--- src/rtl/pidtw_pkg.sv ---
// Shared widths, codes, state encoding and unit status for the PID/twiddle block.
package pidtw_pkg;

   localparam int ERR_W      = 32;
   localparam int TIME_W     = 32;
   localparam int DIST_W     = 32;
   localparam int GAIN_W     = 32;
   localparam int STEP_W     = 31;
   localparam int COST_W     = 63;
   localparam int INTEG_W    = 48;
   localparam int CSR_DATA_W = 63;
   localparam int CSR_IDX_W  = 3;
   localparam int MUL_A_W    = 48;
   localparam int MUL_B_W    = 32;
   localparam int DIV_N_W    = 49;
   localparam int DIV_D_W    = 32;

   localparam logic [STEP_W-1:0] STEP_P_RST = 31'd655;
   localparam logic [STEP_W-1:0] STEP_I_RST = 31'd66;
   localparam logic [STEP_W-1:0] STEP_D_RST = 31'd655;
   localparam logic [DIST_W-1:0] LAP_RST    = 32'd167116800;
   localparam logic [COST_W-1:0] BEST_RST   = 63'd4294967296000;

   // gain / term selector codes
   localparam logic [1:0] IDX_P = 2'd0;
   localparam logic [1:0] IDX_I = 2'd1;
   localparam logic [1:0] IDX_D = 2'd2;

   typedef enum logic [2:0] {
      CSR_GAIN_P, CSR_GAIN_I, CSR_GAIN_D,
      CSR_STEP_P, CSR_STEP_I, CSR_STEP_D,
      CSR_LAP_LEN, CSR_BEST_COST
   } csr_idx_type;

   typedef enum logic [1:0] {
      PH_PLUS, PH_MINUS, PH_SETTLE
   } phase_type;

   typedef enum logic [3:0] {
      ST_IDLE, ST_SLOPE_GO, ST_SLOPE_WAIT, ST_INT_GO, ST_INT_WAIT, ST_ERR_DONE,
      ST_COST_GO, ST_COST_WAIT, ST_LAP_CHECK, ST_TW_ACT, ST_STEP_GO, ST_STEP_WAIT,
      ST_TERM_GO, ST_TERM_WAIT, ST_FINISH
   } state_type;

   typedef struct packed {
      logic busy;
      logic done;
   } unit_stat_type;

endpackage

--- src/rtl/pidtw_req_if.sv ---
// Input item channel: error sample, time step, distance step, tune flag.
interface pidtw_req_if;
   import pidtw_pkg::*;
   logic                     valid;
   logic                     ready;
   logic signed [ERR_W-1:0]  error_sample;
   logic [TIME_W-1:0]        time_step;
   logic [DIST_W-1:0]        distance_step;
   logic                     tune_enable;

   modport source (output valid, error_sample, time_step, distance_step, tune_enable,
                   input ready);
   modport sink   (input valid, error_sample, time_step, distance_step, tune_enable,
                   output ready);
endinterface

--- src/rtl/pidtw_rsp_if.sv ---
// Result item channel: drive, current gains and tuning status.
interface pidtw_rsp_if;
   import pidtw_pkg::*;
   logic                     valid;
   logic                     ready;
   logic signed [ERR_W-1:0]  drive;
   logic signed [GAIN_W-1:0] gain_p_now;
   logic signed [GAIN_W-1:0] gain_i_now;
   logic signed [GAIN_W-1:0] gain_d_now;
   logic [COST_W-1:0]        last_lap_cost;
   logic [1:0]               tune_phase;
   logic [1:0]               tune_index;
   logic                     lap_running;

   modport source (output valid, drive, gain_p_now, gain_i_now, gain_d_now,
                   last_lap_cost, tune_phase, tune_index, lap_running,
                   input ready);
   modport sink   (input valid, drive, gain_p_now, gain_i_now, gain_d_now,
                   last_lap_cost, tune_phase, tune_index, lap_running,
                   output ready);
endinterface

--- src/rtl/pidtw_mul.sv ---
// Bit-serial unsigned shift-add multiplier, one multiplier bit per cycle.
module pidtw_mul #(
   parameter int A_W = pidtw_pkg::MUL_A_W,
   parameter int B_W = pidtw_pkg::MUL_B_W
) (
   input  logic                    clock,
   input  logic                    reset,
   input  logic                    start,
   input  logic [A_W-1:0]          a,
   input  logic [B_W-1:0]          b,
   output pidtw_pkg::unit_stat_type stat,
   output logic [A_W+B_W-1:0]      prod
);
   import pidtw_pkg::*;

   localparam int CNT_W = $clog2(B_W);

   logic [A_W+B_W-1:0] prod_ff, prod_in;
   logic [A_W-1:0]     mcand_ff;
   logic [CNT_W-1:0]   cnt_ff;
   logic               busy_ff, done_ff;
   logic [A_W:0]       part;

   always_comb begin
      part    = {1'b0, prod_ff[A_W+B_W-1:B_W]} + (prod_ff[0] ? {1'b0, mcand_ff} : '0);
      prod_in = {part, prod_ff[B_W-1:1]};
   end

   always_ff @(posedge clock) begin
      if (reset) begin
         busy_ff <= 1'b0;
         done_ff <= 1'b0;
         cnt_ff  <= '0;
      end else begin
         done_ff <= 1'b0;
         if (start) begin
            busy_ff <= 1'b1;
            cnt_ff  <= '0;
         end else if (busy_ff) begin
            cnt_ff <= cnt_ff + 1'b1;
            if (cnt_ff == CNT_W'(B_W - 1)) begin
               busy_ff <= 1'b0;
               done_ff <= 1'b1;
            end
         end
      end
   end

   always_ff @(posedge clock) begin
      if (start) begin
         prod_ff  <= {{A_W{1'b0}}, b};
         mcand_ff <= a;
      end else if (busy_ff) begin
         prod_ff <= prod_in;
      end
   end

   assign stat.busy = busy_ff;
   assign stat.done = done_ff;
   assign prod      = prod_ff;

`ifndef SYNTH
   a_done_after_busy: assert property (@(posedge clock) disable iff (reset)
      done_ff |-> $past(busy_ff)) else $error("mul done without run");
   a_busy_from_start: assert property (@(posedge clock) disable iff (reset)
      $rose(busy_ff) |-> $past(start)) else $error("mul busy without start");
   a_done_idle: assert property (@(posedge clock) disable iff (reset)
      done_ff |-> !busy_ff) else $error("mul done while busy");
`endif
endmodule

--- src/rtl/pidtw_div.sv ---
// Bit-serial restoring divider, one quotient bit per cycle.
module pidtw_div #(
   parameter int N_W = pidtw_pkg::DIV_N_W,
   parameter int D_W = pidtw_pkg::DIV_D_W
) (
   input  logic                    clock,
   input  logic                    reset,
   input  logic                    start,
   input  logic [N_W-1:0]          dividend,
   input  logic [D_W-1:0]          divisor,
   output pidtw_pkg::unit_stat_type stat,
   output logic [N_W-1:0]          quotient
);
   import pidtw_pkg::*;

   localparam int CNT_W = $clog2(N_W);

   logic [D_W-1:0]   rem_ff, rem_in, dvs_ff;
   logic [N_W-1:0]   quo_ff, quo_in;
   logic [CNT_W-1:0] cnt_ff;
   logic             busy_ff, done_ff;
   logic [D_W:0]     shifted;
   logic [D_W+1:0]   trial;
   logic             qbit;

   always_comb begin
      shifted = {rem_ff, quo_ff[N_W-1]};
      trial   = {1'b0, shifted} - {2'b00, dvs_ff};
      qbit    = !trial[D_W+1];
      rem_in  = qbit ? trial[D_W-1:0] : shifted[D_W-1:0];
      quo_in  = {quo_ff[N_W-2:0], qbit};
   end

   always_ff @(posedge clock) begin
      if (reset) begin
         busy_ff <= 1'b0;
         done_ff <= 1'b0;
         cnt_ff  <= '0;
      end else begin
         done_ff <= 1'b0;
         if (start) begin
            busy_ff <= 1'b1;
            cnt_ff  <= '0;
         end else if (busy_ff) begin
            cnt_ff <= cnt_ff + 1'b1;
            if (cnt_ff == CNT_W'(N_W - 1)) begin
               busy_ff <= 1'b0;
               done_ff <= 1'b1;
            end
         end
      end
   end

   always_ff @(posedge clock) begin
      if (start) begin
         rem_ff <= '0;
         quo_ff <= dividend;
         dvs_ff <= divisor;
      end else if (busy_ff) begin
         rem_ff <= rem_in;
         quo_ff <= quo_in;
      end
   end

   assign stat.busy = busy_ff;
   assign stat.done = done_ff;
   assign quotient  = quo_ff;

`ifndef SYNTH
   a_done_after_busy: assert property (@(posedge clock) disable iff (reset)
      done_ff |-> $past(busy_ff)) else $error("div done without run");
   a_busy_from_start: assert property (@(posedge clock) disable iff (reset)
      $rose(busy_ff) |-> $past(start)) else $error("div busy without start");
   a_done_idle: assert property (@(posedge clock) disable iff (reset)
      done_ff |-> !busy_ff) else $error("div done while busy");
`endif
endmodule

--- src/rtl/pid_controller_with_twiddle_tuning.sv ---
// PID controller with twiddle gain tuning: top level, sequencer and datapath.
//
// Usage:
//  - req_if carries one item per sample: error, time step, distance step and
//    tune flag. rsp_if returns exactly one item per input item: negated PID
//    drive, current gains, last lap cost, twiddle phase/index, lap status.
//  - csr_* is a plain write port; index follows the register list. Gains,
//    steps and best cost load their live state at once. Write only when idle.
//  - One item at a time. req_if.ready is high only while the sequencer idles.
//    An item holds the block for its whole run through the shared bit-serial
//    units: each product takes 32 shift-add steps (three drive terms, plus
//    the integral update and the lap cost square), each quotient 49 steps
//    (slope, and the step grow/shrink by 10).
//  - The result sits in an output register; the next item is accepted while it
//    waits. A finished item is held in its last state until the register
//    frees, so a stalled receiver stalls the block without losing anything.
//  - Reset (synchronous, active high) restores the default gains, steps, lap
//    length and best cost, clears all accumulators and starts a lap.
module pid_controller_with_twiddle_tuning (
   input  logic                                clock,
   input  logic                                reset,
   pidtw_req_if.sink                           req_if,
   pidtw_rsp_if.source                         rsp_if,
   input  logic                                csr_we,
   input  logic [pidtw_pkg::CSR_IDX_W-1:0]     csr_index,
   input  logic [pidtw_pkg::CSR_DATA_W-1:0]    csr_wdata
);
   import pidtw_pkg::*;

   localparam logic signed [33:0] G_MAX34   = 34'sd2147483647;
   localparam logic signed [33:0] G_MIN34   = -34'sd2147483648;
   localparam logic signed [49:0] I_MAX50   = 50'sd140737488355327;
   localparam logic signed [49:0] I_MIN50   = -50'sd140737488355328;
   localparam logic signed [44:0] D_MAX45   = 45'sd2147483647;
   localparam logic signed [44:0] D_MIN45   = -45'sd2147483648;
   localparam logic [63:0]        TERM_LIM  = 64'd1099511627776;
   localparam logic [DIV_D_W-1:0] TEN       = 32'd10;

   // sequencer
   state_type state_ff, state_in;

   // latched item
   logic signed [ERR_W-1:0] err_ff;
   logic [TIME_W-1:0]       dt_ff;
   logic [DIST_W-1:0]       dist_ff;
   logic                    tune_ff;

   // controller and tuner state
   logic signed [GAIN_W-1:0]  gain_ff [3];
   logic signed [GAIN_W-1:0]  gain_in [3];
   logic [STEP_W-1:0]         step_ff [3];
   logic [STEP_W-1:0]         step_in [3];
   logic signed [ERR_W-1:0]   prev_ff, prev_in;
   logic signed [INTEG_W-1:0] integ_ff, integ_in;
   logic signed [ERR_W-1:0]   slope_ff, slope_in;
   logic [COST_W-1:0]         cost_ff, cost_in;
   logic [COST_W-1:0]         eval_ff, eval_in;
   logic [COST_W-1:0]         best_ff, best_in;
   logic [DIST_W-1:0]         dsum_ff, dsum_in;
   logic [DIST_W-1:0]         lap_len_ff, lap_len_in;
   phase_type                 phase_ff, phase_in;
   logic [1:0]                index_ff, index_in;
   logic                      running_ff, running_in;
   logic                      lap_done_ff, lap_done_in;
   logic [1:0]                step_k_ff, step_k_in;
   logic                      grow_ff, grow_in;
   logic [1:0]                term_ff, term_in;
   logic signed [43:0]        acc_ff, acc_in;

   // result register
   logic                     rsp_valid_ff;
   logic signed [ERR_W-1:0]  drive_ff;
   logic signed [GAIN_W-1:0] out_gain_ff [3];
   logic [COST_W-1:0]        out_cost_ff;
   logic [1:0]               out_phase_ff, out_index_ff;
   logic                     out_run_ff;

   // shared units
   logic                       mul_start, div_start;
   logic [MUL_A_W-1:0]         mul_a;
   logic [MUL_B_W-1:0]         mul_b;
   logic [MUL_A_W+MUL_B_W-1:0] mul_prod;
   unit_stat_type              mul_stat, div_stat;
   logic [DIV_N_W-1:0]         div_n, div_q;
   logic [DIV_D_W-1:0]         div_d;

   // shared datapath terms
   logic                    accept, out_load;
   logic [1:0]              k, gsel, ssel;
   logic signed [GAIN_W-1:0] gain_sel;
   logic [STEP_W-1:0]       step_sel;
   logic [ERR_W-1:0]        mag_err, mag_prev, mag_slope, mag_gain;
   logic [INTEG_W-1:0]      mag_integ;
   logic signed [32:0]      diff;
   logic [32:0]             mag_diff;
   logic                    tw_lt, tw_step;
   logic                    term_opnd_neg;
   logic [34:0]             step_scaled;

   assign accept   = req_if.valid && req_if.ready;
   assign out_load = (state_ff == ST_FINISH) && (!rsp_valid_ff || rsp_if.ready);

   always_comb begin
      k        = (index_ff > IDX_D) ? IDX_P : index_ff;
      gsel     = (state_ff == ST_TERM_GO || state_ff == ST_TERM_WAIT) ? term_ff : k;
      ssel     = (state_ff == ST_TW_ACT) ? k : step_k_ff;
      gain_sel = gain_ff[gsel];
      step_sel = step_ff[ssel];
      mag_err   = err_ff[ERR_W-1]     ? (32'd0 - err_ff)   : err_ff;
      mag_prev  = prev_ff[ERR_W-1]    ? (32'd0 - prev_ff)  : prev_ff;
      mag_slope = slope_ff[ERR_W-1]   ? (32'd0 - slope_ff) : slope_ff;
      mag_gain  = gain_sel[GAIN_W-1]  ? (32'd0 - gain_sel) : gain_sel;
      mag_integ = integ_ff[INTEG_W-1] ? (48'd0 - integ_ff) : integ_ff;
      diff      = {err_ff[ERR_W-1], err_ff} - {prev_ff[ERR_W-1], prev_ff};
      mag_diff  = diff[32] ? (33'd0 - diff) : diff;
      tw_lt     = eval_ff < best_ff;
      // a step change follows a minus trial that improved, or any settle pass
      tw_step   = (phase_ff != PH_PLUS) && !(phase_ff == PH_MINUS && !tw_lt);
      // x*11 or x*9 ahead of the divide by ten
      step_scaled = grow_ff ? ({1'b0, step_sel, 3'b000} + {3'b000, step_sel, 1'b0}
                                 + {4'b0000, step_sel})
                            : ({1'b0, step_sel, 3'b000} + {4'b0000, step_sel});
      case (term_ff)
         IDX_P:   term_opnd_neg = prev_ff[ERR_W-1];
         IDX_I:   term_opnd_neg = integ_ff[INTEG_W-1];
         default: term_opnd_neg = slope_ff[ERR_W-1];
      endcase
   end

   pidtw_mul #(.A_W(MUL_A_W), .B_W(MUL_B_W)) u_mul (
      .clock (clock), .reset (reset), .start (mul_start),
      .a (mul_a), .b (mul_b), .stat (mul_stat), .prod (mul_prod)
   );

   pidtw_div #(.N_W(DIV_N_W), .D_W(DIV_D_W)) u_div (
      .clock (clock), .reset (reset), .start (div_start),
      .dividend (div_n), .divisor (div_d), .stat (div_stat), .quotient (div_q)
   );

   // next state
   always_comb begin
      state_in = state_ff;
      unique case (state_ff)
         ST_IDLE:       if (accept) begin
                           state_in = (req_if.time_step != '0) ? ST_SLOPE_GO : ST_ERR_DONE;
                        end
         ST_SLOPE_GO:   state_in = ST_SLOPE_WAIT;
         ST_SLOPE_WAIT: if (div_stat.done) state_in = ST_INT_GO;
         ST_INT_GO:     state_in = ST_INT_WAIT;
         ST_INT_WAIT:   if (mul_stat.done) state_in = ST_ERR_DONE;
         ST_ERR_DONE:   begin
                           if (!tune_ff) state_in = ST_TERM_GO;
                           else if (running_ff) state_in = ST_COST_GO;
                           else state_in = ST_TW_ACT;
                        end
         ST_COST_GO:    state_in = ST_COST_WAIT;
         ST_COST_WAIT:  if (mul_stat.done) state_in = ST_LAP_CHECK;
         ST_LAP_CHECK:  state_in = ST_TERM_GO;
         ST_TW_ACT:     state_in = tw_step ? ST_STEP_GO : ST_TERM_GO;
         ST_STEP_GO:    state_in = ST_STEP_WAIT;
         ST_STEP_WAIT:  if (div_stat.done) state_in = ST_TERM_GO;
         ST_TERM_GO:    state_in = ST_TERM_WAIT;
         ST_TERM_WAIT:  if (mul_stat.done) begin
                           state_in = (term_ff == IDX_D) ? ST_FINISH : ST_TERM_GO;
                        end
         ST_FINISH:     if (out_load) state_in = ST_IDLE;
         default:       state_in = ST_IDLE;
      endcase
   end

   // unit controls and operands
   always_comb begin
      req_if.ready = (state_ff == ST_IDLE);
      mul_start    = 1'b0;
      div_start    = 1'b0;
      mul_a        = {16'd0, mag_err};
      mul_b        = dt_ff;
      div_n        = {mag_diff, 16'd0};
      div_d        = dt_ff;
      unique case (state_ff)
         ST_SLOPE_GO: div_start = 1'b1;
         ST_INT_GO:   mul_start = 1'b1;
         ST_COST_GO:  begin
                         mul_start = 1'b1;
                         mul_b     = mag_err;
                      end
         ST_STEP_GO:  begin
                         div_start = 1'b1;
                         div_n     = {14'd0, step_scaled};
                         div_d     = TEN;
                      end
         ST_TERM_GO:  begin
                         mul_start = 1'b1;
                         mul_b     = mag_gain;
                         case (term_ff)
                            IDX_P:   mul_a = {16'd0, mag_prev};
                            IDX_I:   mul_a = mag_integ;
                            default: mul_a = {16'd0, mag_slope};
                         endcase
                      end
         default:     ;
      endcase
   end

   // datapath next values
   logic signed [49:0] integ_sum, inc_s;
   logic [63:0]        cost_sum64, term_mag64;
   logic [32:0]        dsum33;
   logic [40:0]        term_clip;
   logic signed [43:0] term_s;
   logic signed [33:0] g_adj;
   logic signed [44:0] drive_neg;

   always_comb begin
      gain_in     = gain_ff;
      step_in     = step_ff;
      prev_in     = prev_ff;
      integ_in    = integ_ff;
      slope_in    = slope_ff;
      cost_in     = cost_ff;
      eval_in     = eval_ff;
      best_in     = best_ff;
      dsum_in     = dsum_ff;
      lap_len_in  = lap_len_ff;
      phase_in    = phase_ff;
      index_in    = index_ff;
      running_in  = running_ff;
      lap_done_in = lap_done_ff;
      step_k_in   = step_k_ff;
      grow_in     = grow_ff;
      term_in     = term_ff;
      acc_in      = acc_ff;

      inc_s      = err_ff[ERR_W-1] ? -$signed({2'b00, mul_prod[63:16]})
                                   : $signed({2'b00, mul_prod[63:16]});
      integ_sum  = {{2{integ_ff[INTEG_W-1]}}, integ_ff} + inc_s;
      cost_sum64 = {1'b0, cost_ff} + {1'b0, mul_prod[62:0]};
      dsum33     = {1'b0, dsum_ff} + {1'b0, dist_ff};
      term_mag64 = mul_prod[79:16];
      term_clip  = (term_mag64 > TERM_LIM) ? TERM_LIM[40:0] : term_mag64[40:0];
      term_s     = (term_opnd_neg ^ gain_sel[GAIN_W-1]) ? -$signed({3'b000, term_clip})
                                                        : $signed({3'b000, term_clip});
      drive_neg  = -$signed({acc_ff[43], acc_ff});
      g_adj      = {{2{gain_sel[GAIN_W-1]}}, gain_sel};

      case (state_ff)
         ST_IDLE: begin
            acc_in  = '0;
            term_in = IDX_P;
         end
         ST_SLOPE_WAIT: if (div_stat.done) begin
            if (diff[32]) begin
               slope_in = (div_q >= 49'h0_8000_0000) ? 32'sh8000_0000
                                                     : -$signed(div_q[31:0]);
            end else begin
               slope_in = (div_q > 49'h0_7FFF_FFFF) ? 32'sh7FFF_FFFF
                                                    : $signed(div_q[31:0]);
            end
         end
         ST_INT_WAIT: if (mul_stat.done) begin
            if (integ_sum > I_MAX50)      integ_in = I_MAX50[INTEG_W-1:0];
            else if (integ_sum < I_MIN50) integ_in = I_MIN50[INTEG_W-1:0];
            else                          integ_in = integ_sum[INTEG_W-1:0];
         end
         ST_ERR_DONE: prev_in = err_ff;
         ST_COST_WAIT: if (mul_stat.done) begin
            cost_in = cost_sum64[63] ? '1 : cost_sum64[62:0];
            dsum_in = dsum33[32] ? '1 : dsum33[31:0];
         end
         ST_LAP_CHECK: if (dsum_ff >= lap_len_ff) begin
            if (lap_done_ff) running_in = 1'b0;
            eval_in     = cost_ff;
            cost_in     = '0;
            dsum_in     = '0;
            lap_done_in = 1'b1;
         end
         ST_TW_ACT: begin
            step_k_in = k;
            grow_in   = tw_lt;
            case (phase_ff)
               PH_PLUS: begin
                  g_adj      = g_adj + $signed({3'b000, step_sel});
                  phase_in   = PH_MINUS;
                  running_in = 1'b1;
               end
               PH_MINUS: begin
                  if (tw_lt) begin
                     best_in  = eval_ff;
                     phase_in = PH_PLUS;
                     index_in = (k == IDX_D) ? IDX_P : k + 2'd1;
                  end else begin
                     g_adj      = g_adj - $signed({2'b00, step_sel, 1'b0});
                     phase_in   = PH_SETTLE;
                     running_in = 1'b1;
                  end
               end
               default: begin
                  if (tw_lt) best_in = eval_ff;
                  else g_adj = g_adj + $signed({3'b000, step_sel});
                  phase_in = PH_PLUS;
                  index_in = (k == IDX_D) ? IDX_P : k + 2'd1;
               end
            endcase
            if (g_adj > G_MAX34)      gain_in[k] = G_MAX34[31:0];
            else if (g_adj < G_MIN34) gain_in[k] = G_MIN34[31:0];
            else                      gain_in[k] = g_adj[31:0];
         end
         ST_STEP_WAIT: if (div_stat.done) begin
            if (grow_ff && (div_q[48:31] != '0)) step_in[step_k_ff] = '1;
            else                                 step_in[step_k_ff] = div_q[30:0];
         end
         ST_TERM_WAIT: if (mul_stat.done) begin
            acc_in  = acc_ff + term_s;
            term_in = term_ff + 2'd1;
         end
         default: ;
      endcase

      // the user must make configuration writes only while idle; the block does not enforce it
      if (csr_we) begin
         unique case (csr_idx_type'(csr_index))
            CSR_GAIN_P:    gain_in[IDX_P] = csr_wdata[31:0];
            CSR_GAIN_I:    gain_in[IDX_I] = csr_wdata[31:0];
            CSR_GAIN_D:    gain_in[IDX_D] = csr_wdata[31:0];
            CSR_STEP_P:    step_in[IDX_P] = csr_wdata[30:0];
            CSR_STEP_I:    step_in[IDX_I] = csr_wdata[30:0];
            CSR_STEP_D:    step_in[IDX_D] = csr_wdata[30:0];
            CSR_LAP_LEN:   lap_len_in     = csr_wdata[31:0];
            CSR_BEST_COST: best_in        = csr_wdata[62:0];
         endcase
      end
   end

   always_ff @(posedge clock) begin
      if (reset) begin
         state_ff    <= ST_IDLE;
         gain_ff     <= '{default: '0};
         step_ff     <= '{STEP_P_RST, STEP_I_RST, STEP_D_RST};
         prev_ff     <= '0;
         integ_ff    <= '0;
         slope_ff    <= '0;
         cost_ff     <= '0;
         eval_ff     <= '0;
         best_ff     <= BEST_RST;
         dsum_ff     <= '0;
         lap_len_ff  <= LAP_RST;
         phase_ff    <= PH_PLUS;
         index_ff    <= IDX_P;
         running_ff  <= 1'b1;
         lap_done_ff <= 1'b0;
         term_ff     <= IDX_P;
      end else begin
         state_ff    <= state_in;
         gain_ff     <= gain_in;
         step_ff     <= step_in;
         prev_ff     <= prev_in;
         integ_ff    <= integ_in;
         slope_ff    <= slope_in;
         cost_ff     <= cost_in;
         eval_ff     <= eval_in;
         best_ff     <= best_in;
         dsum_ff     <= dsum_in;
         lap_len_ff  <= lap_len_in;
         phase_ff    <= phase_in;
         index_ff    <= index_in;
         running_ff  <= running_in;
         lap_done_ff <= lap_done_in;
         term_ff     <= term_in;
      end
   end

   // item latch and scratch registers
   always_ff @(posedge clock) begin
      if (accept) begin
         err_ff  <= req_if.error_sample;
         dt_ff   <= req_if.time_step;
         dist_ff <= req_if.distance_step;
         tune_ff <= req_if.tune_enable;
      end
      step_k_ff <= step_k_in;
      grow_ff   <= grow_in;
      acc_ff    <= acc_in;
   end

   // output register
   always_ff @(posedge clock) begin
      if (reset) begin
         rsp_valid_ff <= 1'b0;
      end else if (out_load) begin
         rsp_valid_ff <= 1'b1;
      end else if (rsp_if.ready) begin
         rsp_valid_ff <= 1'b0;
      end
   end

   always_ff @(posedge clock) begin
      if (out_load) begin
         if (drive_neg > D_MAX45)      drive_ff <= D_MAX45[31:0];
         else if (drive_neg < D_MIN45) drive_ff <= D_MIN45[31:0];
         else                          drive_ff <= drive_neg[31:0];
         out_gain_ff  <= gain_ff;
         out_cost_ff  <= eval_ff;
         out_phase_ff <= phase_ff;
         out_index_ff <= index_ff;
         out_run_ff   <= running_ff;
      end
   end

   assign rsp_if.valid         = rsp_valid_ff;
   assign rsp_if.drive         = drive_ff;
   assign rsp_if.gain_p_now    = out_gain_ff[IDX_P];
   assign rsp_if.gain_i_now    = out_gain_ff[IDX_I];
   assign rsp_if.gain_d_now    = out_gain_ff[IDX_D];
   assign rsp_if.last_lap_cost = out_cost_ff;
   assign rsp_if.tune_phase    = out_phase_ff;
   assign rsp_if.tune_index    = out_index_ff;
   assign rsp_if.lap_running   = out_run_ff;

`ifndef SYNTH
   a_mul_free: assert property (@(posedge clock) disable iff (reset)
      mul_start |-> !mul_stat.busy) else $error("multiplier restarted while busy");
   a_div_free: assert property (@(posedge clock) disable iff (reset)
      div_start |-> !div_stat.busy) else $error("divider restarted while busy");
   a_rsp_from_finish: assert property (@(posedge clock) disable iff (reset)
      $rose(rsp_valid_ff) |-> $past(state_ff == ST_FINISH))
      else $error("result raised outside finish");
   a_index_range: assert property (@(posedge clock) disable iff (reset)
      index_ff == IDX_P || index_ff == IDX_I || index_ff == IDX_D)
      else $error("tune index out of range");
   a_lap_once_sticky: assert property (@(posedge clock) disable iff (reset)
      !$fell(lap_done_ff)) else $error("first-lap flag cleared");
`endif
endmodule

--- src/flat_wrapper.sv ---
// flat-port wrapper written by rule: the top's interface ports become plain ports
module pid_controller_with_twiddle_tuning_flat import pidtw_pkg::*;
  (clock, reset, csr_we, csr_index, csr_wdata, req_if_valid, req_if_error_sample, req_if_time_step, req_if_distance_step, req_if_tune_enable, req_if_ready, rsp_if_valid, rsp_if_drive, rsp_if_gain_p_now, rsp_if_gain_i_now, rsp_if_gain_d_now, rsp_if_last_lap_cost, rsp_if_tune_phase, rsp_if_tune_index, rsp_if_lap_running, rsp_if_ready);
  pidtw_req_if req_if_i ();
  pidtw_rsp_if rsp_if_i ();
  input  logic clock;
  input  logic reset;
  input  logic csr_we;
  input  logic [pidtw_pkg::CSR_IDX_W-1:0] csr_index;
  input  logic [pidtw_pkg::CSR_DATA_W-1:0] csr_wdata;
  input wire logic [$bits(req_if_i.valid)-1:0] req_if_valid;
  input wire logic [$bits(req_if_i.error_sample)-1:0] req_if_error_sample;
  input wire logic [$bits(req_if_i.time_step)-1:0] req_if_time_step;
  input wire logic [$bits(req_if_i.distance_step)-1:0] req_if_distance_step;
  input wire logic [$bits(req_if_i.tune_enable)-1:0] req_if_tune_enable;
  output wire logic [$bits(req_if_i.ready)-1:0] req_if_ready;
  output wire logic [$bits(rsp_if_i.valid)-1:0] rsp_if_valid;
  output wire logic [$bits(rsp_if_i.drive)-1:0] rsp_if_drive;
  output wire logic [$bits(rsp_if_i.gain_p_now)-1:0] rsp_if_gain_p_now;
  output wire logic [$bits(rsp_if_i.gain_i_now)-1:0] rsp_if_gain_i_now;
  output wire logic [$bits(rsp_if_i.gain_d_now)-1:0] rsp_if_gain_d_now;
  output wire logic [$bits(rsp_if_i.last_lap_cost)-1:0] rsp_if_last_lap_cost;
  output wire logic [$bits(rsp_if_i.tune_phase)-1:0] rsp_if_tune_phase;
  output wire logic [$bits(rsp_if_i.tune_index)-1:0] rsp_if_tune_index;
  output wire logic [$bits(rsp_if_i.lap_running)-1:0] rsp_if_lap_running;
  input wire logic [$bits(rsp_if_i.ready)-1:0] rsp_if_ready;
  assign req_if_i.valid = req_if_valid;
  assign req_if_i.error_sample = req_if_error_sample;
  assign req_if_i.time_step = req_if_time_step;
  assign req_if_i.distance_step = req_if_distance_step;
  assign req_if_i.tune_enable = req_if_tune_enable;
  assign req_if_ready = req_if_i.ready;
  assign rsp_if_valid = rsp_if_i.valid;
  assign rsp_if_drive = rsp_if_i.drive;
  assign rsp_if_gain_p_now = rsp_if_i.gain_p_now;
  assign rsp_if_gain_i_now = rsp_if_i.gain_i_now;
  assign rsp_if_gain_d_now = rsp_if_i.gain_d_now;
  assign rsp_if_last_lap_cost = rsp_if_i.last_lap_cost;
  assign rsp_if_tune_phase = rsp_if_i.tune_phase;
  assign rsp_if_tune_index = rsp_if_i.tune_index;
  assign rsp_if_lap_running = rsp_if_i.lap_running;
  assign rsp_if_i.ready = rsp_if_ready;
  pid_controller_with_twiddle_tuning u_core (.clock(clock), .reset(reset), .req_if(req_if_i), .rsp_if(rsp_if_i), .csr_we(csr_we), .csr_index(csr_index), .csr_wdata(csr_wdata));
endmodule
--- config.mk ---
export PLATFORM = sky130hd
export DESIGN_NAME = pid_controller_with_twiddle_tuning_flat
export DESIGN_NICKNAME = d
export VERILOG_FILES = /design/src/rtl/pidtw_pkg.sv /design/src/rtl/pidtw_req_if.sv /design/src/rtl/pidtw_rsp_if.sv /design/src/rtl/pidtw_mul.sv /design/src/rtl/pidtw_div.sv /design/src/rtl/pid_controller_with_twiddle_tuning.sv /design/src/flat_wrapper.sv
export SDC_FILE = /design/constraint.sdc
export NUM_CORES = 2
export LEC_CHECK = 0
export BUFFER_PORTS_ARGS = -buffer_cell sky130_fd_sc_hd__buf_4
export CORE_MARGIN = 2
export CORE_UTILIZATION = 35
export DETAILED_ROUTE_END_ITERATION = 16
export GPL_TIMING_DRIVEN = 0
export PLACE_DENSITY = 0.57
export SLEW_MARGIN = 40
export SYNTH_ARGS = -nofsm -noshare
export SYNTH_HDL_FRONTEND = slang
export SYNTH_SLANG_ARGS = --single-unit
--- constraint.sdc ---
create_clock -name clock -period 15.2 [get_ports clock]
set_clock_uncertainty 0.1 [all_clocks]
set_input_delay 3.8 -clock clock [delete_from_list [all_inputs] [get_ports clock]]
set_output_delay 3.8 -clock clock [all_outputs]
set_load 0.005 [all_outputs]
# == Word-level counts from Yosys, hierarchy flattened ==
# Cells that the tools add are included.
# word_totals
ff_bits,1163
out_inout_bits,198
latch_bits,0
mem_bits_ro,0
memories,0
mem_bits_rw,0
# op_classes
div,0
n_reduce_logical,41
n_lt_le_gt_ge,18
multipliers,0
n_mux,112
bitwise,15
shifts,0
n_eq_ne,39
add_sub_neg,26
# ops
op,n
$mux W32,21
$mux W63,8
$mux W96,4
$mux W93,4
$mux W48,4
$mux W31,6
$or A93 B93 Y93,2
$mux W49,3
$pmux W32 S2,2
$sub A1 B32 Y32 const A,4
$pmux W63 S2,1
$mux W34,3
$bwmux W96,1
$pmux W48 S2,1
$and A93 B93 Y93,1
$bwmux W93,1
$not A93 Y93,1
$mux W44,2
$pmux W44 S2,1
$pmux W34 S2,1
$add A32 B32 Y33,2
$add A63 B63 Y64,1
$bmux W32 S2,1
$demux W32 S2,1
80 further kinds,175

# == Depth between registers and ports, before layout ==
# logic_depth
word_depth,17
mapped_depth,30
depth_no_buf,28

# == Modules after synthesis ==
# From an unflattened synthesis, not the netlist that was laid out.
# unflattened
hier_cells,9500
hier_area_um2,81097.8
# by_module_without_submodules
mod,instances,cells_per_inst,area_per_inst_um2,seq_area_each_um2
pid_controller_with_twiddle_tuning,1,8146,66876.6,21540.7
pidtw_mul,1,768,7746.2,3503.4
pidtw_div,1,586,6475.0,3233.1

# == Worst setup path before layout ==
# Ideal clock, no wire load.
# synth_path
path_kind,input to register
start,in rsp_if_ready
end,reg u_core.drive_ff[0] (netlist: u_core.rsp_if.drive[0]) (enable)
arrival_ns,8.443
n_path_buf,0
required_time_ns,14.518
setup_slack_ns,6.076
stages,2
cell_sequence,nand2b_1 -> and3_1
# synth_between
elab_chain_len,2
# synth_rtl
item,line_no,rtl
"start, declared",flat_wrapper.sv:26,input wire logic [$bits(rsp_if_i.ready)-1:0] rsp_if_ready;
$logic_or A1 B1 Y1,pid_controller_with_twiddle_tuning.sv:101,assign out_load = (state_ff == ST_FINISH) && (!rsp_valid_ff || rsp_if.ready);
$logic_and A1 B1 Y1,pid_controller_with_twiddle_tuning.sv:101,
via u_core.out_load,pid_controller_with_twiddle_tuning.sv:88,"logic accept, out_load;"
"end signal, assigned",pid_controller_with_twiddle_tuning.sv:398,if (drive_neg > D_MAX45) drive_ff <= D_MAX45[31:0];
"end signal, assigned",pid_controller_with_twiddle_tuning.sv:399,else if (drive_neg < D_MIN45) drive_ff <= D_MIN45[31:0];
"end signal, assigned",pid_controller_with_twiddle_tuning.sv:400,else drive_ff <= drive_neg[31:0];
"end, declared",pid_controller_with_twiddle_tuning.sv:72,logic signed [ERR_W-1:0] drive_ff;
# The timed path passes the listed nets, and every way through them passes these cells.
# A chain may end at the register's enable or synchronous reset.

# == Worst setup path after layout ==
# layout_path
start,reg u_core.u_mul.prod_ff[20] (netlist: u_core.u_mul.prod[20])
end,reg u_core.acc_ff[41] (data pin)
# layout_between
elab_chain_len,7
# layout_rtl
item,line_no,rtl
"start, declared",pidtw_mul.sv:18,"logic [A_W+B_W-1:0] prod_ff, prod_in;"
"start signal, assigned",pidtw_mul.sv:51,"prod_ff <= {{A_W{1'b0}}, b};"
"start signal, assigned",pidtw_mul.sv:54,prod_ff <= prod_in;
$gt A64 B41 Y1,pid_controller_with_twiddle_tuning.sv:240,term_clip = (term_mag64 > TERM_LIM) ? TERM_LIM[40:0] : term_mag64[40:0];
$mux W41 *,pid_controller_with_twiddle_tuning.sv:240,
$neg A41 Y44,pid_controller_with_twiddle_tuning.sv:241,"term_s = (term_opnd_neg ^ gain_sel[GAIN_W-1]) ? -$signed({3'b000, term_clip})"
$mux W44 *,pid_controller_with_twiddle_tuning.sv:241,
$add A44 B44 Y44 *,pid_controller_with_twiddle_tuning.sv:313,acc_in = acc_ff + term_s;
$mux W44 *,pid_controller_with_twiddle_tuning.sv:312,ST_TERM_WAIT: if (mul_stat.done) begin
$pmux W44 S2 *,pid_controller_with_twiddle_tuning.sv:246,case (state_ff)
"end signal, assigned",pid_controller_with_twiddle_tuning.sv:382,acc_ff <= acc_in;
"end, declared",pid_controller_with_twiddle_tuning.sv:68,"logic signed [43:0] acc_ff, acc_in;"
# Mark *: on every way between the ends. The rest lies on a longest branch, timed or not. The select of a mux whose other input is x is not followed.

==> metrics.yaml <==
routed_wirelength_normalized_by_instance_count_microns: 26.2
reg2reg_depth: 29
synth.avg_cell_area_sq_um: 8.45
netlist_top_cells_area: "edfxtp_1 (19%), dfxtp_1 (17%), ha_1 (8.6%)"
cts_resized: 0
chipWidth_microns: 481
setup.worst_path.end: "u_core.acc_ff[41]"
max_freq_ghz: 0.102
global_route.usage.met3: 0.0611
worstSetupPathType: "flip-flop to flip-flop"
synth_simple_gate_area_frac: 0.167
crit_slowest_cell: "or4_1"
grt_antenna_before_repair: 39
h-tree-depth: 4
clk_pin_slew_worst_paths_ns: 0.06
placedInstanceArea_sq_mm: 0.0869
place_congestion: 1.02
clk_latency_ns: 0.82
initial_utilization: 0.351
status: "complete, no violations"
io_buffer_count: 333
setup_total_negative_slack_ns: 0
synth_top_cell_area_share: 0.188
post_cts_buffers: 0
postCtsHoldBufs: 0
synth.yosys.seq_area_share: 0.355
post_synth_xor_area_fraction: 0.0712
worstPathArrival_ns: 10.25
static-leakage-power_nw: 36.6
grt_setup_unrepaired: "false"
detailed_place_hpwl_microns: 275000
syn2layout_area_growth_pct: 15.3
worst-r2r-setup-slack_ns: 5.36
syn-cell-area_sq_mm: 0.0795
layout.cells.most_common: "nor2_1"
total_wirelength_microns: 343000
most-common-layout-cells: "nor2_1 (959), nand2_1 (955), a21oi_1 (843)"
clk_root_buffer_cell: "clkbuf_16"
worstReg2RegEnd: "u_core.acc_ff[41]"
cap_viol_max_count: 0
final_layout_size_suffix_gt1_frac: 0.0784
syn_inst: 9419
largest_stage_delay_on_the_critical_path_ns: 0.78
fraction_of_the_mapped_netlist_area_in_compound_gates: 0.240
global_route.peak_usage_layer: "met2"
drt_first_iter_violations: 8086
regToRegStartpoint: "u_core.u_mul.prod[20]"
number_of_clock_buffers_inserted_by_tritoncts: 141
vias: 76500
synth-seq-cells: 1163
fp.dieArea_sq_mm: 0.231
synthesis.yosys.warnings: 0
chipHeight_microns: 481
number_of_flops_mapped_to_enable_cells_by_yosys: 499
ir_drop_uv: 128
period_minus_slack_ns: 9.84
global_route_met2_utilization: 0.442
synth_top_cell_by_area: "edfxtp_1"
postRouteAntennaNets: 0
grt_max_degree: 48
coreArea_sq_mm: 0.227
worst_slew_pin_slew_ns: 0.979
clock_tree.buffer_depth: 3
worstSetupStartpointType: "flip-flop"
rows: 175
synth.mux.area_fraction: 0.0265
maximum_fanout_along_the_worst_path: 10
synth-adder-area-share: 0.0944
i_o_pin_total: 366
postSynth.asyncResetShare: 0
detailedRoute.firstPassIterationCount: 8
final.period_utilization: 0.648
synth_fp_nets: 10200
remaining_drc_errors: 0
design.final.nets: 10700
final-hold-violation-count: 0
grt.total_usage: 0.286
cts_num_sinks: 1163
finalInstanceArea_sq_mm: 0.0917
cp_startpoint: "u_core.u_mul.prod[20]"
globalRouteOverflowTotal: 0
power_density_mw_per_mm2: 141
required_ns: 15.61
synth.lib_cells_used.distinct: 88
drv_slew: 0
max-slew-margin-rel: 0.344
min_path_type: "flip-flop to flip-flop"
synth_top_family_by_area: "compound AO/OA/AOI/OAI gates"
tritoncts: "yes"
worstSetupEndpointType: "flip-flop"
grt.met1_usage: 0.378
grt_first_pass_wirelength_microns: 492000
detail_route.vias_per_cell: 5.86
first_global_vias: 71900
setup-violations-final: 0
holdWs_ns: 0.354
synth_top_flop_cell: "dfxtp_1"
## report_power, final
part           switching, W  internal [W]
Sequential         0.000661       0.00384
Clock               0.00148       0.00206
Combinational       0.00321       0.00172
## kinds of logic (layout without fill, tap and decap cells)
kind of cell    Yosys count  after routing
buf+inv                 955           1586
xor+xnor                647            647
fa+ha+maj               579            579
mux                     210            210
compound gates         2945           2945
other cells               0             11
simple gates           2920           2920
flops                  1163           1163
## routing by layer
layer	up-vias	wire, microns
li1	35400	-
met5	-	90
met2	3469	150000
met1	36900	145000
met4	12	18300
met3	704	29700
## synthesized netlist by cell type, types with 43 or more instances
master    number
nor2_1       963
nand2_1      956
a21oi_1      844
dfxtp_1      664
ha_1         544
o21ai_0      509
clkbuf_1     503
edfxtp_1     499
xnor2_1      413
inv_1        395
a211oi_1     321
a21o_1       257
xor2_1       234
mux2i_1      207
nor3_1       166
a311oi_1     130
nand3_1      127
o21a_1       127
and2_1       120
nand2b_1     111
o31ai_1      102
o22ai_1       81
nor4_1        77
or3_1         77
nand4_1       76
o21bai_1      76
a31oi_1       72
nor2b_1       66
o221ai_1      53
o211ai_1      48
and3_1        43
## area by class of cell
type | instances | area [sq um]
clock buffer | 191 | 3970
timing repair buffer | 371 | 3100
antenna | 11 | 27.5
clock inverter | 69 | 820
fill | 23000 | 135000
inverter | 397 | 1490
tap | 3009 | 3760
sequential | 1163 | 28300
buffer | 558 | 2190
multi-input combinational | 7301 | 48100
## worst min path at each step
stage,from,endpoint,slack [ns],cells after the start
finish,u_core.prev_ff[27],u_core.prev_ff[27],0.35,2
global route,u_core.phase_ff[1],u_core.rsp_if.tune_phase[1],0.37,0
CTS,u_core.prev_ff[17],u_core.prev_ff[17],0.35,2
detailed placement,u_core.prev_ff[17],u_core.prev_ff[17],0.35,2
global placement,u_core.lap_done_ff,u_core.lap_done_ff,0.34,2
floorplan,u_core.phase_ff[1],u_core.rsp_if.tune_phase[1],0.31,0
## state kept, by name (all words and copies together), names as in the netlist, 44 cells and up
name and count:
u_core.cost_ff 63, u_core.rsp_if.last_lap_cost 63, u_core.best_ff 63, u_core.u_mul.mcand_ff 48
u_core.step_ff 93, u_core.gain_ff 96, u_core.eval_ff 63, u_core.integ_ff 48
u_core.u_div.quotient 49, u_core.u_mul.prod 80, u_core.acc_ff 44
## worst max-delay path: cells and delay by family (launching register included)
kind / cells / cell delay, ns
adder cells (fa/ha/maj): 2 / 0.61
AO/OA/AOI/OAI: 13 / 3.69
AND/OR/NAND/NOR: 12 / 3.75
buffers and inverters: 2 / 0.70
flip-flops: 1 / 0.68
## stage by stage
step           power [W]  instances   util  setup slack (ns)
6_report          0.0130      13100  0.405              5.36
4_1_cts           0.0129      13100  0.405              5.60
2_1_floorplan    0.00750       9419      -              6.08
3_5_place_dp     0.00935      12800  0.383              5.63
5_1_grt           0.0136      13100  0.405              4.89
3_3_place_gp     0.00924      12800  0.379              3.36
Note: power is estimated with default switching activity, not from simulation.
